### config.mk
export PLATFORM = sky130hd
export DESIGN_NAME = rmea_isqrt
export DESIGN_NICKNAME = d
export VERILOG_FILES = /design/src/sv/rmea_pkg.sv /design/src/sv/rmea_isqrt.sv
export SDC_FILE = /design/constraint.sdc
export NUM_CORES = 1
export LEC_CHECK = 0
export ABC_AREA = 1
export ABC_CLOCK_PERIOD_IN_PS = 6000
export BUFFER_PORTS_ARGS = -buffer_cell sky130_fd_sc_hd__clkbuf_2
export CORE_ASPECT_RATIO = 0.9
export CORE_UTILIZATION = 30
export DETAILED_ROUTE_END_ITERATION = 8
export PLACE_DENSITY = 0.53
export SYNTH_ARGS = -nofsm -noshare
export SYNTH_HDL_FRONTEND = slang
export SYNTH_SLANG_ARGS = --single-unit
### constraint.sdc
create_clock -name clock -period 6 [get_ports clock]
set_input_delay 0 -clock clock [delete_from_list [all_inputs] [get_ports clock]]
set_output_delay 0 -clock clock [all_outputs]
set_load 0.05 [all_outputs]
### src/sv/rmea_pkg.sv
package rmea_pkg;

   localparam int SQRT_STEPS    = 15;
   localparam int SQRT_STAGES   = 8;
   localparam int CORDIC_STEPS  = 16;
   localparam int CORDIC_STAGES = 8;
   localparam int HALF_PI       = 1647099;
   localparam int ANGLE_LIMIT   = 25736;

   typedef enum logic [3:0] {
      SEQ_ZXZ = 4'd0,
      SEQ_XYX = 4'd1,
      SEQ_YZY = 4'd2,
      SEQ_ZYZ = 4'd3,
      SEQ_XZX = 4'd4,
      SEQ_YXY = 4'd5,
      SEQ_XZY = 4'd6,
      SEQ_XYZ = 4'd7,
      SEQ_YXZ = 4'd8,
      SEQ_YZX = 4'd9,
      SEQ_ZYX = 4'd10,
      SEQ_ZXY = 4'd11
   } seq_type;

   typedef enum logic [1:0] {
      AXIS_X = 2'd0,
      AXIS_Y = 2'd1,
      AXIS_Z = 2'd2
   } axis_type;

   typedef struct packed {
      logic [1:0] a0;
      logic [1:0] a1;
      logic [1:0] a2;
   } axes_type;

   typedef struct packed {
      logic     proper;
      logic     neg;
      axes_type axes;
      logic     bad;
   } meta_type;

   typedef struct packed {
      logic signed [16:0] y1;
      logic signed [16:0] x1;
      logic signed [16:0] y3;
      logic signed [16:0] x3;
      logic signed [15:0] c;
   } ops_type;

   typedef struct packed {
      logic [29:0] rem;
      logic [29:0] res;
   } root_type;

   typedef struct packed {
      logic signed [27:0] x;
      logic signed [27:0] y;
      logic signed [23:0] z;
   } vec_type;

   function automatic logic signed [23:0] atan_entry(input int i);
      logic signed [23:0] t;
      case (i)
         0:       t = 24'sd823550;
         1:       t = 24'sd486170;
         2:       t = 24'sd256879;
         3:       t = 24'sd130396;
         4:       t = 24'sd65451;
         5:       t = 24'sd32757;
         6:       t = 24'sd16383;
         7:       t = 24'sd8192;
         8:       t = 24'sd4096;
         9:       t = 24'sd2048;
         10:      t = 24'sd1024;
         11:      t = 24'sd512;
         12:      t = 24'sd256;
         13:      t = 24'sd128;
         14:      t = 24'sd64;
         default: t = 24'sd32;
      endcase
      return t;
   endfunction

   // One digit of the restoring square root; step j tests bit 28 - 2j.
   function automatic root_type sqrt_step(input root_type s, input int j);
      root_type    r;
      logic [29:0] bitv;
      logic [29:0] trial;
      bitv  = 30'd1 << (28 - 2 * j);
      trial = s.res + bitv;
      if (s.rem >= trial) begin
         r.rem = s.rem - trial;
         r.res = (s.res >> 1) + bitv;
      end else begin
         r.rem = s.rem;
         r.res = s.res >> 1;
      end
      return r;
   endfunction

   function automatic vec_type cordic_step(input vec_type v, input int i);
      vec_type            r;
      logic signed [27:0] x;
      logic signed [27:0] y;
      logic signed [27:0] xs;
      logic signed [27:0] ys;
      x  = v.x;
      y  = v.y;
      xs = x >>> i;
      ys = y >>> i;
      if (y >= 0) begin
         r.x = x + ys;
         r.y = y - xs;
         r.z = v.z + atan_entry(i);
      end else begin
         r.x = x - ys;
         r.y = y + xs;
         r.z = v.z - atan_entry(i);
      end
      return r;
   endfunction

   // Inertial frames reverse the order of the Tait-Bryan axes only.
   function automatic axes_type axis_lookup(input logic [3:0] f, input logic space);
      axes_type a;
      axes_type b;
      a = '0;
      unique case (f)
         SEQ_ZXZ: a = {AXIS_Z, AXIS_X, AXIS_Z};
         SEQ_XYX: a = {AXIS_X, AXIS_Y, AXIS_X};
         SEQ_YZY: a = {AXIS_Y, AXIS_Z, AXIS_Y};
         SEQ_ZYZ: a = {AXIS_Z, AXIS_Y, AXIS_Z};
         SEQ_XZX: a = {AXIS_X, AXIS_Z, AXIS_X};
         SEQ_YXY: a = {AXIS_Y, AXIS_X, AXIS_Y};
         SEQ_XZY: a = {AXIS_X, AXIS_Z, AXIS_Y};
         SEQ_XYZ: a = {AXIS_X, AXIS_Y, AXIS_Z};
         SEQ_YXZ: a = {AXIS_Y, AXIS_X, AXIS_Z};
         SEQ_YZX: a = {AXIS_Y, AXIS_Z, AXIS_X};
         SEQ_ZYX: a = {AXIS_Z, AXIS_Y, AXIS_X};
         SEQ_ZXY: a = {AXIS_Z, AXIS_X, AXIS_Y};
         default: a = '0;
      endcase
      b = a;
      if (space && f >= SEQ_XZY && f <= SEQ_ZXY) begin
         b.a0 = a.a2;
         b.a2 = a.a0;
      end
      return b;
   endfunction

endpackage

### src/sv/rmea_isqrt.sv
module rmea_isqrt (
   input  logic                               clock,
   input  logic [rmea_pkg::SQRT_STAGES-1:0]   en,
   input  logic [28:0]                        d,
   output logic [14:0]                        root
);

   rmea_pkg::root_type st_ff [rmea_pkg::SQRT_STAGES];

   for (genvar s = 0; s < rmea_pkg::SQRT_STAGES; s++) begin : g_stage
      rmea_pkg::root_type st_prev;
      rmea_pkg::root_type st_in;

      if (s == 0) begin : g_head
         assign st_prev = {1'b0, d, 30'd0};
      end else begin : g_link
         assign st_prev = st_ff[s-1];
      end

      always_comb begin
         st_in = st_prev;
         for (int j = 0; j < 2; j++) begin
            if (2 * s + j < rmea_pkg::SQRT_STEPS) begin
               st_in = rmea_pkg::sqrt_step(st_in, 2 * s + j);
            end
         end
      end

      always_ff @(posedge clock) begin
         if (en[s]) begin
            st_ff[s] <= st_in;
         end
      end
   end

   assign root = st_ff[rmea_pkg::SQRT_STAGES-1].res[14:0];

endmodule

==> metrics <==
outcome finished, final reports clean; clock sink total 281; share of the yosys chip area belonging to registers 0.413; PostCTS Resize Cnt 0; WL/cell 15.1 microns; largest cells by area after synthesis edfxtp_1, nand2_1, ha_1; Worst path slowest cell inv_1; CTS buffer count 34; EDFF count, synth 281; Synth Flop Type edfxtp_1; DR iter-0 viols 1443; DRC 0; post-synthesis async set-or-reset flop share 0; io pins 53; Synth warnings 0; GR Util All Layers 0.161; Max Fanout on Critical Path 28; initial antenna violation count 0; 1st-pass router iterations 6; top achievable clock speed 202 MHz; CP Buf/Inv Count 4; Synth Register Bits 281; Post-Route WL 55500 microns; Synth top area share 0.413; synthesized area per cell 7.62 sq um; worst ir drop on vdd 0.184 mV; CP Class reg -> reg; # H-tree levels 2; Worst Hold Class in -> reg; CORE AREA 67100 sq um; I/O Buffers 52; clk buf depth 3; Placer Congestion 0.926; largest area contributor in the netlist edfxtp_1; CTS Root Cell clkbuf_16; diode count 0; Tmin final 4.94 ns; Gate Count Post-Synth 2678; maximum number of pins on one net before global-route repair 45; Synth Cell Area 20400 sq um; CP arrival 5.24 ns; Reg with most FFs st_ff; Via density 4.68; first-pass GRT wire length 88600 microns; Worst-Margin Slew 0.979 ns; Final Hold Vio Count 0; CP endpoint kind flop; Max-cap violations 0; Nets 2947; Largest register FFs 281; fin crit share 0.823; Layout Skew 0.0397 ns; biggest regs st_ff (281); Worst EP required 6.30 ns; Fillers 7150; max incr delay on CP 0.60 ns; Slew HR 0.347; via count 17200; Syn Nets 2853; final setup vio count 0; vias in the first global route 16400; Power Total 9.77 mW; initial core utilization 0.304; post-DP HPWL 45000 microns; fin. max-slew vios 0; TNS Setup 0 ns; full die area 69100 sq um; chip width 277 microns; Crit path max-delay family simple AND/OR/NAND/NOR gates; most used cell, CP nand2_1; pwr/cell area 424 nW/um^2; share of cells above drive strength 1 0.0652; RSZ-0062 raised after global routing no; Final ANT Viol Nets 0; clock transition at the registers of the reported paths 0.06 ns; Leakage Power 10.6 nW; crit start category flop; TritonCTS clock tree built; Synth cell types 52; row cnt 90; clk_lat worst skew 0.55 ns; die height 249 microns; Synth-to-Final Area Change 12.8%; grt ovf 0
==> kinds of logic after synthesis <==
family / synth area share
xor gates and xnor gates: 0.0390
DFF: 0.413
adders and majority gates: 0.0840
and+or+nand+nor: 0.303
buffers and inverters: 0.0856
AOI/OAI and AO/OA: 0.0754
==> area by class of cell <==
type	instances	area, sq um	area share
clock buffers	38	866	0.0376
clock inverters	19	267	0.0116
inverters	413	1560	0.0675
multi-input cells	1957	10200	0.444
flip-flops and latches	281	8440	0.366
well taps	874	1090	0.0475
repair buffers	85	583	0.0253
==> synth_stat cells, types with 28 or more instances <==
cell and count:
nand2_1 825, inv_1 401, edfxtp_1 281, nor2_1 260, nand3_1 188, ha_1 137
a21oi_1 115, o21ai_0 114, xor2_1 60, nand4_1 55, xnor2_1 31, nor3_1 28
==> per-layer routing <==
| layer | global-route usage | share of wire | vias up | wire, microns |
|---|---|---|---|---|
| met2 | 0.261 | 0.45 | 375 | 25000 |
| met5 | 0 | 0 | - | 0 |
| met4 | 0.0468 | 0.022 | 0 | 1210 |
| li1 | - | - | 8984 | - |
| met1 | 0.222 | 0.48 | 7752 | 26800 |
| met3 | 0.0224 | 0.044 | 64 | 2430 |
==> final timing paths <==
kind / startpoint / cells past startpoint / end / slack (ns)
setup / recovery: st_ff[1][67] / 26 / st_ff[1][161] / 1.06
hold reg to reg: st_ff[0][219] / 0 / st_ff[1][39] / 0.44
setup reg to reg: st_ff[1][67] / 26 / st_ff[1][161] / 1.06
hold / removal: en[5] / 2 / st_ff[1][77] / 0.08
==> stage by stage <==
step	setup slack, ns	hold WS [ns]	utilization	instance area (sq um)	instances
5_1_grt	0.496	0.0973	0.343	23000	3667
4_1_cts	1.06	0.0527	0.343	23000	3667
2_1_floorplan	2.13	0.0989	-	20400	2678
6_report	1.06	0.0784	0.343	23000	3667
3_3_place_gp	1.18	0.196	0.322	21600	3580
3_5_place_dp	1.10	0.197	0.322	21600	3580
==> worst reg2reg max path: cells and delay by family, from the launching register on <==
family                   cells  cell delay (ns)
AO/OA/AOI/OAI                1             0.29
adder cells (fa/ha/maj)      2             0.74
buffers and inverters        4             1.01
flip-flops                   1             0.39
AND/OR/NAND/NOR             19             2.25
==> cells in the final DEF, fill, tap and decap left out, drive strengths merged, types with 3 or more instances in the layout <==
cell type    instances
inv                414
o211ai               4
a21oi              122
clkbuf              90
buf                  3
bufinv               5
o21a                 7
xor2                60
nor2               275
xnor2               31
edfxtp             281
a21o                 6
clkinv              11
nand4               56
nor3                28
o21bai              11
a31oi                3
nand3b              10
or2                 10
nand2              849
ha                 137
nor4                18
nand3              196
o21ai              120
dlygate4sd3         30
==> report_power, final <==
group | leakage, nW | switching, mW | internal, mW
Combinational | 7.36 | 3.12 | 1.54
Sequential | 2.68 | 0.293 | 2.71
Clock | 0.542 | 0.839 | 1.26
==> repair_timing <==
item | in CTS | in global routing
setup buffers | 0 | 0
hold buffers | 30 | 0
endpoints found under the hold margin | 46 | 0
No activity file was read; power rests on OpenSTA's default activity.
