--- config.mk ---
export PLATFORM = sky130hd
export DESIGN_NAME = rmea_atan2
export DESIGN_NICKNAME = d
export VERILOG_FILES = /design/src/sv/rmea_pkg.sv /design/src/sv/rmea_atan2.sv
export SDC_FILE = /design/constraint.sdc
export NUM_CORES = 2
export LEC_CHECK = 0
export ABC_AREA = 1
export BUFFER_PORTS_ARGS = -buffer_cell sky130_fd_sc_hd__buf_2
export CORE_MARGIN = 8
export CORE_UTILIZATION = 25
export DETAILED_ROUTE_END_ITERATION = 12
export PLACE_DENSITY = 0.51
export SLEW_MARGIN = 10
export SYNTH_ARGS = -nofsm -noshare
export SYNTH_HDL_FRONTEND = slang
export SYNTH_SLANG_ARGS = --single-unit
export TNS_END_PERCENT = 20
--- constraint.sdc ---
create_clock -name clock -period 6.85 [get_ports clock]
set_clock_uncertainty 0.2 [all_clocks]
set_input_delay 1.37 -clock clock [delete_from_list [all_inputs] [get_ports clock]]
set_output_delay 1.37 -clock clock [all_outputs]
set_load 0.02 [all_outputs]
--- src/sv/rmea_pkg.sv ---
package rmea_pkg;

   localparam int SQRT_STEPS    = 15;
   localparam int SQRT_STAGES   = 8;
   localparam int CORDIC_STEPS  = 16;
   localparam int CORDIC_STAGES = 8;
   localparam int HALF_PI       = 1647099;
   localparam int ANGLE_LIMIT   = 25736;

   typedef enum logic [3:0] {
      SEQ_ZXZ = 4'd0,
      SEQ_XYX = 4'd1,
      SEQ_YZY = 4'd2,
      SEQ_ZYZ = 4'd3,
      SEQ_XZX = 4'd4,
      SEQ_YXY = 4'd5,
      SEQ_XZY = 4'd6,
      SEQ_XYZ = 4'd7,
      SEQ_YXZ = 4'd8,
      SEQ_YZX = 4'd9,
      SEQ_ZYX = 4'd10,
      SEQ_ZXY = 4'd11
   } seq_type;

   typedef enum logic [1:0] {
      AXIS_X = 2'd0,
      AXIS_Y = 2'd1,
      AXIS_Z = 2'd2
   } axis_type;

   typedef struct packed {
      logic [1:0] a0;
      logic [1:0] a1;
      logic [1:0] a2;
   } axes_type;

   typedef struct packed {
      logic     proper;
      logic     neg;
      axes_type axes;
      logic     bad;
   } meta_type;

   typedef struct packed {
      logic signed [16:0] y1;
      logic signed [16:0] x1;
      logic signed [16:0] y3;
      logic signed [16:0] x3;
      logic signed [15:0] c;
   } ops_type;

   typedef struct packed {
      logic [29:0] rem;
      logic [29:0] res;
   } root_type;

   typedef struct packed {
      logic signed [27:0] x;
      logic signed [27:0] y;
      logic signed [23:0] z;
   } vec_type;

   function automatic logic signed [23:0] atan_entry(input int i);
      logic signed [23:0] t;
      case (i)
         0:       t = 24'sd823550;
         1:       t = 24'sd486170;
         2:       t = 24'sd256879;
         3:       t = 24'sd130396;
         4:       t = 24'sd65451;
         5:       t = 24'sd32757;
         6:       t = 24'sd16383;
         7:       t = 24'sd8192;
         8:       t = 24'sd4096;
         9:       t = 24'sd2048;
         10:      t = 24'sd1024;
         11:      t = 24'sd512;
         12:      t = 24'sd256;
         13:      t = 24'sd128;
         14:      t = 24'sd64;
         default: t = 24'sd32;
      endcase
      return t;
   endfunction

   // One digit of the restoring square root; step j tests bit 28 - 2j.
   function automatic root_type sqrt_step(input root_type s, input int j);
      root_type    r;
      logic [29:0] bitv;
      logic [29:0] trial;
      bitv  = 30'd1 << (28 - 2 * j);
      trial = s.res + bitv;
      if (s.rem >= trial) begin
         r.rem = s.rem - trial;
         r.res = (s.res >> 1) + bitv;
      end else begin
         r.rem = s.rem;
         r.res = s.res >> 1;
      end
      return r;
   endfunction

   function automatic vec_type cordic_step(input vec_type v, input int i);
      vec_type            r;
      logic signed [27:0] x;
      logic signed [27:0] y;
      logic signed [27:0] xs;
      logic signed [27:0] ys;
      x  = v.x;
      y  = v.y;
      xs = x >>> i;
      ys = y >>> i;
      if (y >= 0) begin
         r.x = x + ys;
         r.y = y - xs;
         r.z = v.z + atan_entry(i);
      end else begin
         r.x = x - ys;
         r.y = y + xs;
         r.z = v.z - atan_entry(i);
      end
      return r;
   endfunction

   // Inertial frames reverse the order of the Tait-Bryan axes only.
   function automatic axes_type axis_lookup(input logic [3:0] f, input logic space);
      axes_type a;
      axes_type b;
      a = '0;
      unique case (f)
         SEQ_ZXZ: a = {AXIS_Z, AXIS_X, AXIS_Z};
         SEQ_XYX: a = {AXIS_X, AXIS_Y, AXIS_X};
         SEQ_YZY: a = {AXIS_Y, AXIS_Z, AXIS_Y};
         SEQ_ZYZ: a = {AXIS_Z, AXIS_Y, AXIS_Z};
         SEQ_XZX: a = {AXIS_X, AXIS_Z, AXIS_X};
         SEQ_YXY: a = {AXIS_Y, AXIS_X, AXIS_Y};
         SEQ_XZY: a = {AXIS_X, AXIS_Z, AXIS_Y};
         SEQ_XYZ: a = {AXIS_X, AXIS_Y, AXIS_Z};
         SEQ_YXZ: a = {AXIS_Y, AXIS_X, AXIS_Z};
         SEQ_YZX: a = {AXIS_Y, AXIS_Z, AXIS_X};
         SEQ_ZYX: a = {AXIS_Z, AXIS_Y, AXIS_X};
         SEQ_ZXY: a = {AXIS_Z, AXIS_X, AXIS_Y};
         default: a = '0;
      endcase
      b = a;
      if (space && f >= SEQ_XZY && f <= SEQ_ZXY) begin
         b.a0 = a.a2;
         b.a2 = a.a0;
      end
      return b;
   endfunction

endpackage

--- src/sv/rmea_atan2.sv ---
module rmea_atan2 (
   input  logic                               clock,
   input  logic [rmea_pkg::CORDIC_STAGES:0]   en,
   input  logic signed [16:0]                 y_in,
   input  logic signed [16:0]                 x_in,
   output logic signed [15:0]                 angle
);

   rmea_pkg::vec_type vec_ff  [rmea_pkg::CORDIC_STAGES+1];
   logic              zero_ff [rmea_pkg::CORDIC_STAGES+1];

   rmea_pkg::vec_type  pre_in;
   logic signed [27:0] xw;
   logic signed [27:0] yw;

   // Scale by 256 and turn a vector in the left half plane by a quarter turn.
   always_comb begin
      xw = 28'(x_in) <<< 8;
      yw = 28'(y_in) <<< 8;
      if (xw < 0) begin
         if (yw >= 0) begin
            pre_in.x = yw;
            pre_in.y = -xw;
            pre_in.z = 24'(rmea_pkg::HALF_PI);
         end else begin
            pre_in.x = -yw;
            pre_in.y = xw;
            pre_in.z = -24'(rmea_pkg::HALF_PI);
         end
      end else begin
         pre_in.x = xw;
         pre_in.y = yw;
         pre_in.z = '0;
      end
   end

   always_ff @(posedge clock) begin
      if (en[0]) begin
         vec_ff[0]  <= pre_in;
         zero_ff[0] <= (x_in == 0) && (y_in == 0);
      end
   end

   for (genvar s = 1; s <= rmea_pkg::CORDIC_STAGES; s++) begin : g_stage
      rmea_pkg::vec_type vec_in;

      always_comb begin
         vec_in = vec_ff[s-1];
         for (int j = 0; j < 2; j++) begin
            vec_in = rmea_pkg::cordic_step(vec_in, 2 * (s - 1) + j);
         end
      end

      always_ff @(posedge clock) begin
         if (en[s]) begin
            vec_ff[s]  <= vec_in;
            zero_ff[s] <= zero_ff[s-1];
         end
      end
   end

   logic signed [23:0] zr;
   logic signed [16:0] r;

   always_comb begin
      zr = vec_ff[rmea_pkg::CORDIC_STAGES].z + 24'sd64;
      r  = 17'(zr >>> 7);
      if (zero_ff[rmea_pkg::CORDIC_STAGES]) begin
         angle = '0;
      end else if (r > 17'(rmea_pkg::ANGLE_LIMIT)) begin
         angle = 16'(rmea_pkg::ANGLE_LIMIT);
      end else if (r < -17'(rmea_pkg::ANGLE_LIMIT)) begin
         angle = -16'(rmea_pkg::ANGLE_LIMIT);
      end else begin
         angle = r[15:0];
      end
   end

endmodule

==> impl_metrics.py <==
metrics = {
    "route": {
        "dr_total_vias": 76719,
        "drt-pass1-iter-count": 6,
        "initialDrtViolationCount": 4755,
        "ant_nets": 0,
        "drt-wirelength-per-cell_um": 15.3,
        "wl_mm": 256,
        "drc_errors": 0,
        "routed_via_density": 4.59,
    },
    "die": {
        "num_io_pins": 60,
        "die_x_um": 583,
        "initial_utilization_pct": 25.1,
        "rows": 208,
        "core_um2": 321000,
        "dieArea_um2": 340000,
        "die_y_um": 583,
    },
    "logic_synthesis": {
        "synthTopCellsByArea": "edfxtp_1 (21%), ha_1 (16%), nand2_1 (12%)",
        "ys_async_sr_fraction_pct": 0,
        "yosysSeqAreaShare_pct": 21.5,
        "netlist-cell-type-count": 76,
        "ys_ff_latch": 576,
        "synth_top_cell_area_share_pct": 21.5,
        "synth_cells": 11426,
        "ys_warn_count": 0,
        "avgSynthCellArea_um2": 7.04,
        "synth_edf_count": 576,
        "yosys.area.top_type": "edfxtp_1",
        "synth-main-ff-cell": "edfxtp_1",
        "synth_area_um2": 80500,
    },
    "sta": {
        "fin_crit_sh_pct": 94.5,
        "setup_viol": 0,
        "fin_ws_ns": 0.377,
        "finalHoldViolCount": 0,
        "finalMaxSlewViolations": 0,
        "fin_crit_ns": 6.47,
        "tightest_slew_ns": 1.16,
        "slew_headroom_pct": 21.7,
        "rsz0062_at_grt": "yes",
        "clock.fmax_mhz": 154,
        "fin_tns_setup_ns": 0,
    },
    "hold_path": {
        "worstHoldPathType": "register to register",
        "min_to": "zero_ff[0][6]",
        "hold_start": "zero_ff[0][5]",
        "min_path_cells": 0,
    },
    "cts": {
        "cts_tree": "done",
        "clkTransAtPathRegs_ns": 0.07,
        "numCtsBuffers": 76,
        "root_buffer": "clkbuf_16",
        "cts_sinks": 576,
        "hold_buffers": 0,
        "h-tree-depth": 3,
        "cts.path.max_buffers": 3,
        "clk_latency_ns": 0.70,
    },
    "finish": {
        "fin_nets": 13441,
        "drive_above_1_share_pct": 11.9,
        "area_growth_pct": 19.4,
        "design_area_um2": 96100,
    },
    "worst_setup_path": {
        "crit_path_frequent_cell": "buf_4",
        "critical-path-slowest-cell": "or4_4",
        "worstPathMaxFanout": 4,
        "rr_endpoint": "vec_ff[0][318]",
        "r2r_start": "vec_ff[0][217]",
        "path_delay_family": "simple AND/OR/NAND/NOR gates",
        "critPathMaxStageDelay_ns": 0.56,
        "reg2reg_slack_ns": 0.38,
        "worstSetupStartpointType": "register",
        "endpoint_kind": "register",
        "critPathKind": "register to register",
        "rr_worst_depth": 38,
        "arrival_ns": 6.71,
        "crit_buf_inv": 6,
        "worstPathRequired_ns": 7.09,
    },
    "placement": {
        "pre_cts_slack_ns": -0.0726,
        "post_dp_cell_area_um2": 91900,
        "gp_congestion": 0.917,
        "numPortBuffers": 59,
        "hpwlAfterDp_mm": 218,
    },
    "global_routing": {
        "grt_pass1_wl_mm": 400,
        "antenna_found_initial": 4,
        "track_usage_pct": 14.4,
        "grt_pass1_vias": 73021,
        "grt_remaining_overflow": 0,
        "grt_max_degree": 70,
    },
    "outcome": {
        "status": "complete, no violations",
    },
    "job": {
        "maxCapViolCount": 0,
    },
}
[synthesized netlist by cell type, drive strengths merged, types with 9 or more instances]
| library cell | count |
|---|---|
| a211oi | 37 |
| a21boi | 47 |
| a21o | 68 |
| a21oi | 1072 |
| a221oi | 13 |
| a31oi | 50 |
| a41oi | 11 |
| and2 | 10 |
| buf | 54 |
| clkbuf | 67 |
| edfxtp | 576 |
| fa | 40 |
| ha | 1001 |
| inv | 1571 |
| nand2 | 2498 |
| nand3 | 481 |
| nand3b | 34 |
| nand4 | 165 |
| nor2 | 1020 |
| nor3 | 203 |
| nor4 | 73 |
| o211ai | 40 |
| o21a | 47 |
| o21ai | 715 |
| o21bai | 66 |
| o221ai | 18 |
| o311ai | 9 |
| o31ai | 37 |
| or2 | 38 |
| xnor2 | 377 |
| xor2 | 926 |
[final cells by class]
type | instances | area (um2)
Clock buffer | 88 | 1990
Timing Repair Buffer | 892 | 6620
Sequential cell | 576 | 17300
Inverter | 1576 | 5920
Clock inverter | 48 | 484
Tap cell | 4305 | 5390
Multi-Input combinational cell | 9234 | 58400
Fill cell | 35353 | 225000
Antenna cell | 2 | 5.00
[kinds of logic (layout without fill, tap and decap cells)]
logic type	Yosys count	in the layout	synth area share [%]
fa+ha+maj	1041	1041	16.6
xor+xnor	1304	1304	14.3
other cells	1	83	0.00466
flops	576	576	21.5
simple gates	4543	4544	23.8
buf+inv	1697	2604	8.05
compound gates	2264	2264	15.8
[cells in the final DEF (no fill, tap or decap), types with 78 or more instances in the layout]
cell type / synthesis / final
nor2_1: 992 / 976
nand2_1: 2467 / 2440
o21ai_1: 78 / 131
edfxtp_1: 576 / 576
o21ai_0: 619 / 545
xor2_1: 923 / 906
nand3_1: 478 / 469
conb_1: 1 / 81
xnor2_1: 374 / 367
buf_4: 5 / 831
ha_1: 1001 / 978
nand4_1: 164 / 164
a21oi_1: 1060 / 1010
nor3_1: 187 / 148
inv_1: 1547 / 1543
clkbuf_16: 0 / 78
[flip-flops by register name, summed over array words and instances, names as in the netlist]
name and count:
zero_ff 9, vec_ff 567
[per-stage QoR]
step	hold WS, ns	cells	util (%)
3_3_place_gp	0.202	16544	28.7
3_5_place_dp	0.205	16544	28.7
5_1_grt	0.220	16721	30.0
4_1_cts	0.217	16680	29.4
2_1_floorplan	0.200	11506	-
6_report	0.218	16721	30.0
[worst register-to-register path, delay by kind of cell (launching register included)]
family	cells	cell delay (ns)
xor gates and xnor gates	4	0.58
DFF	1	0.41
adders and majority gates	3	0.83
and+or+nand+nor	19	2.60
buffers and inverters	6	0.75
AOI/OAI and AO/OA	6	0.86
[how the worst max path moves through the flow]
stage                   startpoint              to  depth (start not counted)  slack (ns)
floorplan           vec_ff[0][216]  vec_ff[0][290]                         40        0.16
global placement    vec_ff[0][217]  vec_ff[0][318]                         41       -0.03
detailed placement  vec_ff[0][217]  vec_ff[0][318]                         41       -0.07
CTS                 vec_ff[0][463]  vec_ff[0][557]                         39       0.003
global route        vec_ff[0][217]  vec_ff[0][318]                         38       -0.11
finish              vec_ff[0][217]  vec_ff[0][318]                         38        0.38
[per-layer routing]
| layer | wire (um) | global-route usage, % | share of wire [%] | vias to the layer above |
|---|---|---|---|---|
| met5 | 13 | 0 | 0.0051 | - |
| met4 | 6360 | 3.30 | 2.5 | 2 |
| met3 | 8920 | 1.40 | 3.5 | 253 |
| met2 | 117000 | 24.5 | 46 | 1331 |
| met1 | 123000 | 19.6 | 48 | 34999 |
| li1 | - | - | - | 40134 |
[what timing repair did]
item                       4_1_cts  5_1_grt
pin swaps                        1       66
cloned                           0        1
setup endpoints to repair       10      200
resized for setup               12      378
hold endpoints to repair         0        0
buffers inserted                 0       38
Power is not shown: default switching activity piles up to over one toggle a cycle in this logic, so the estimate is an artifact.
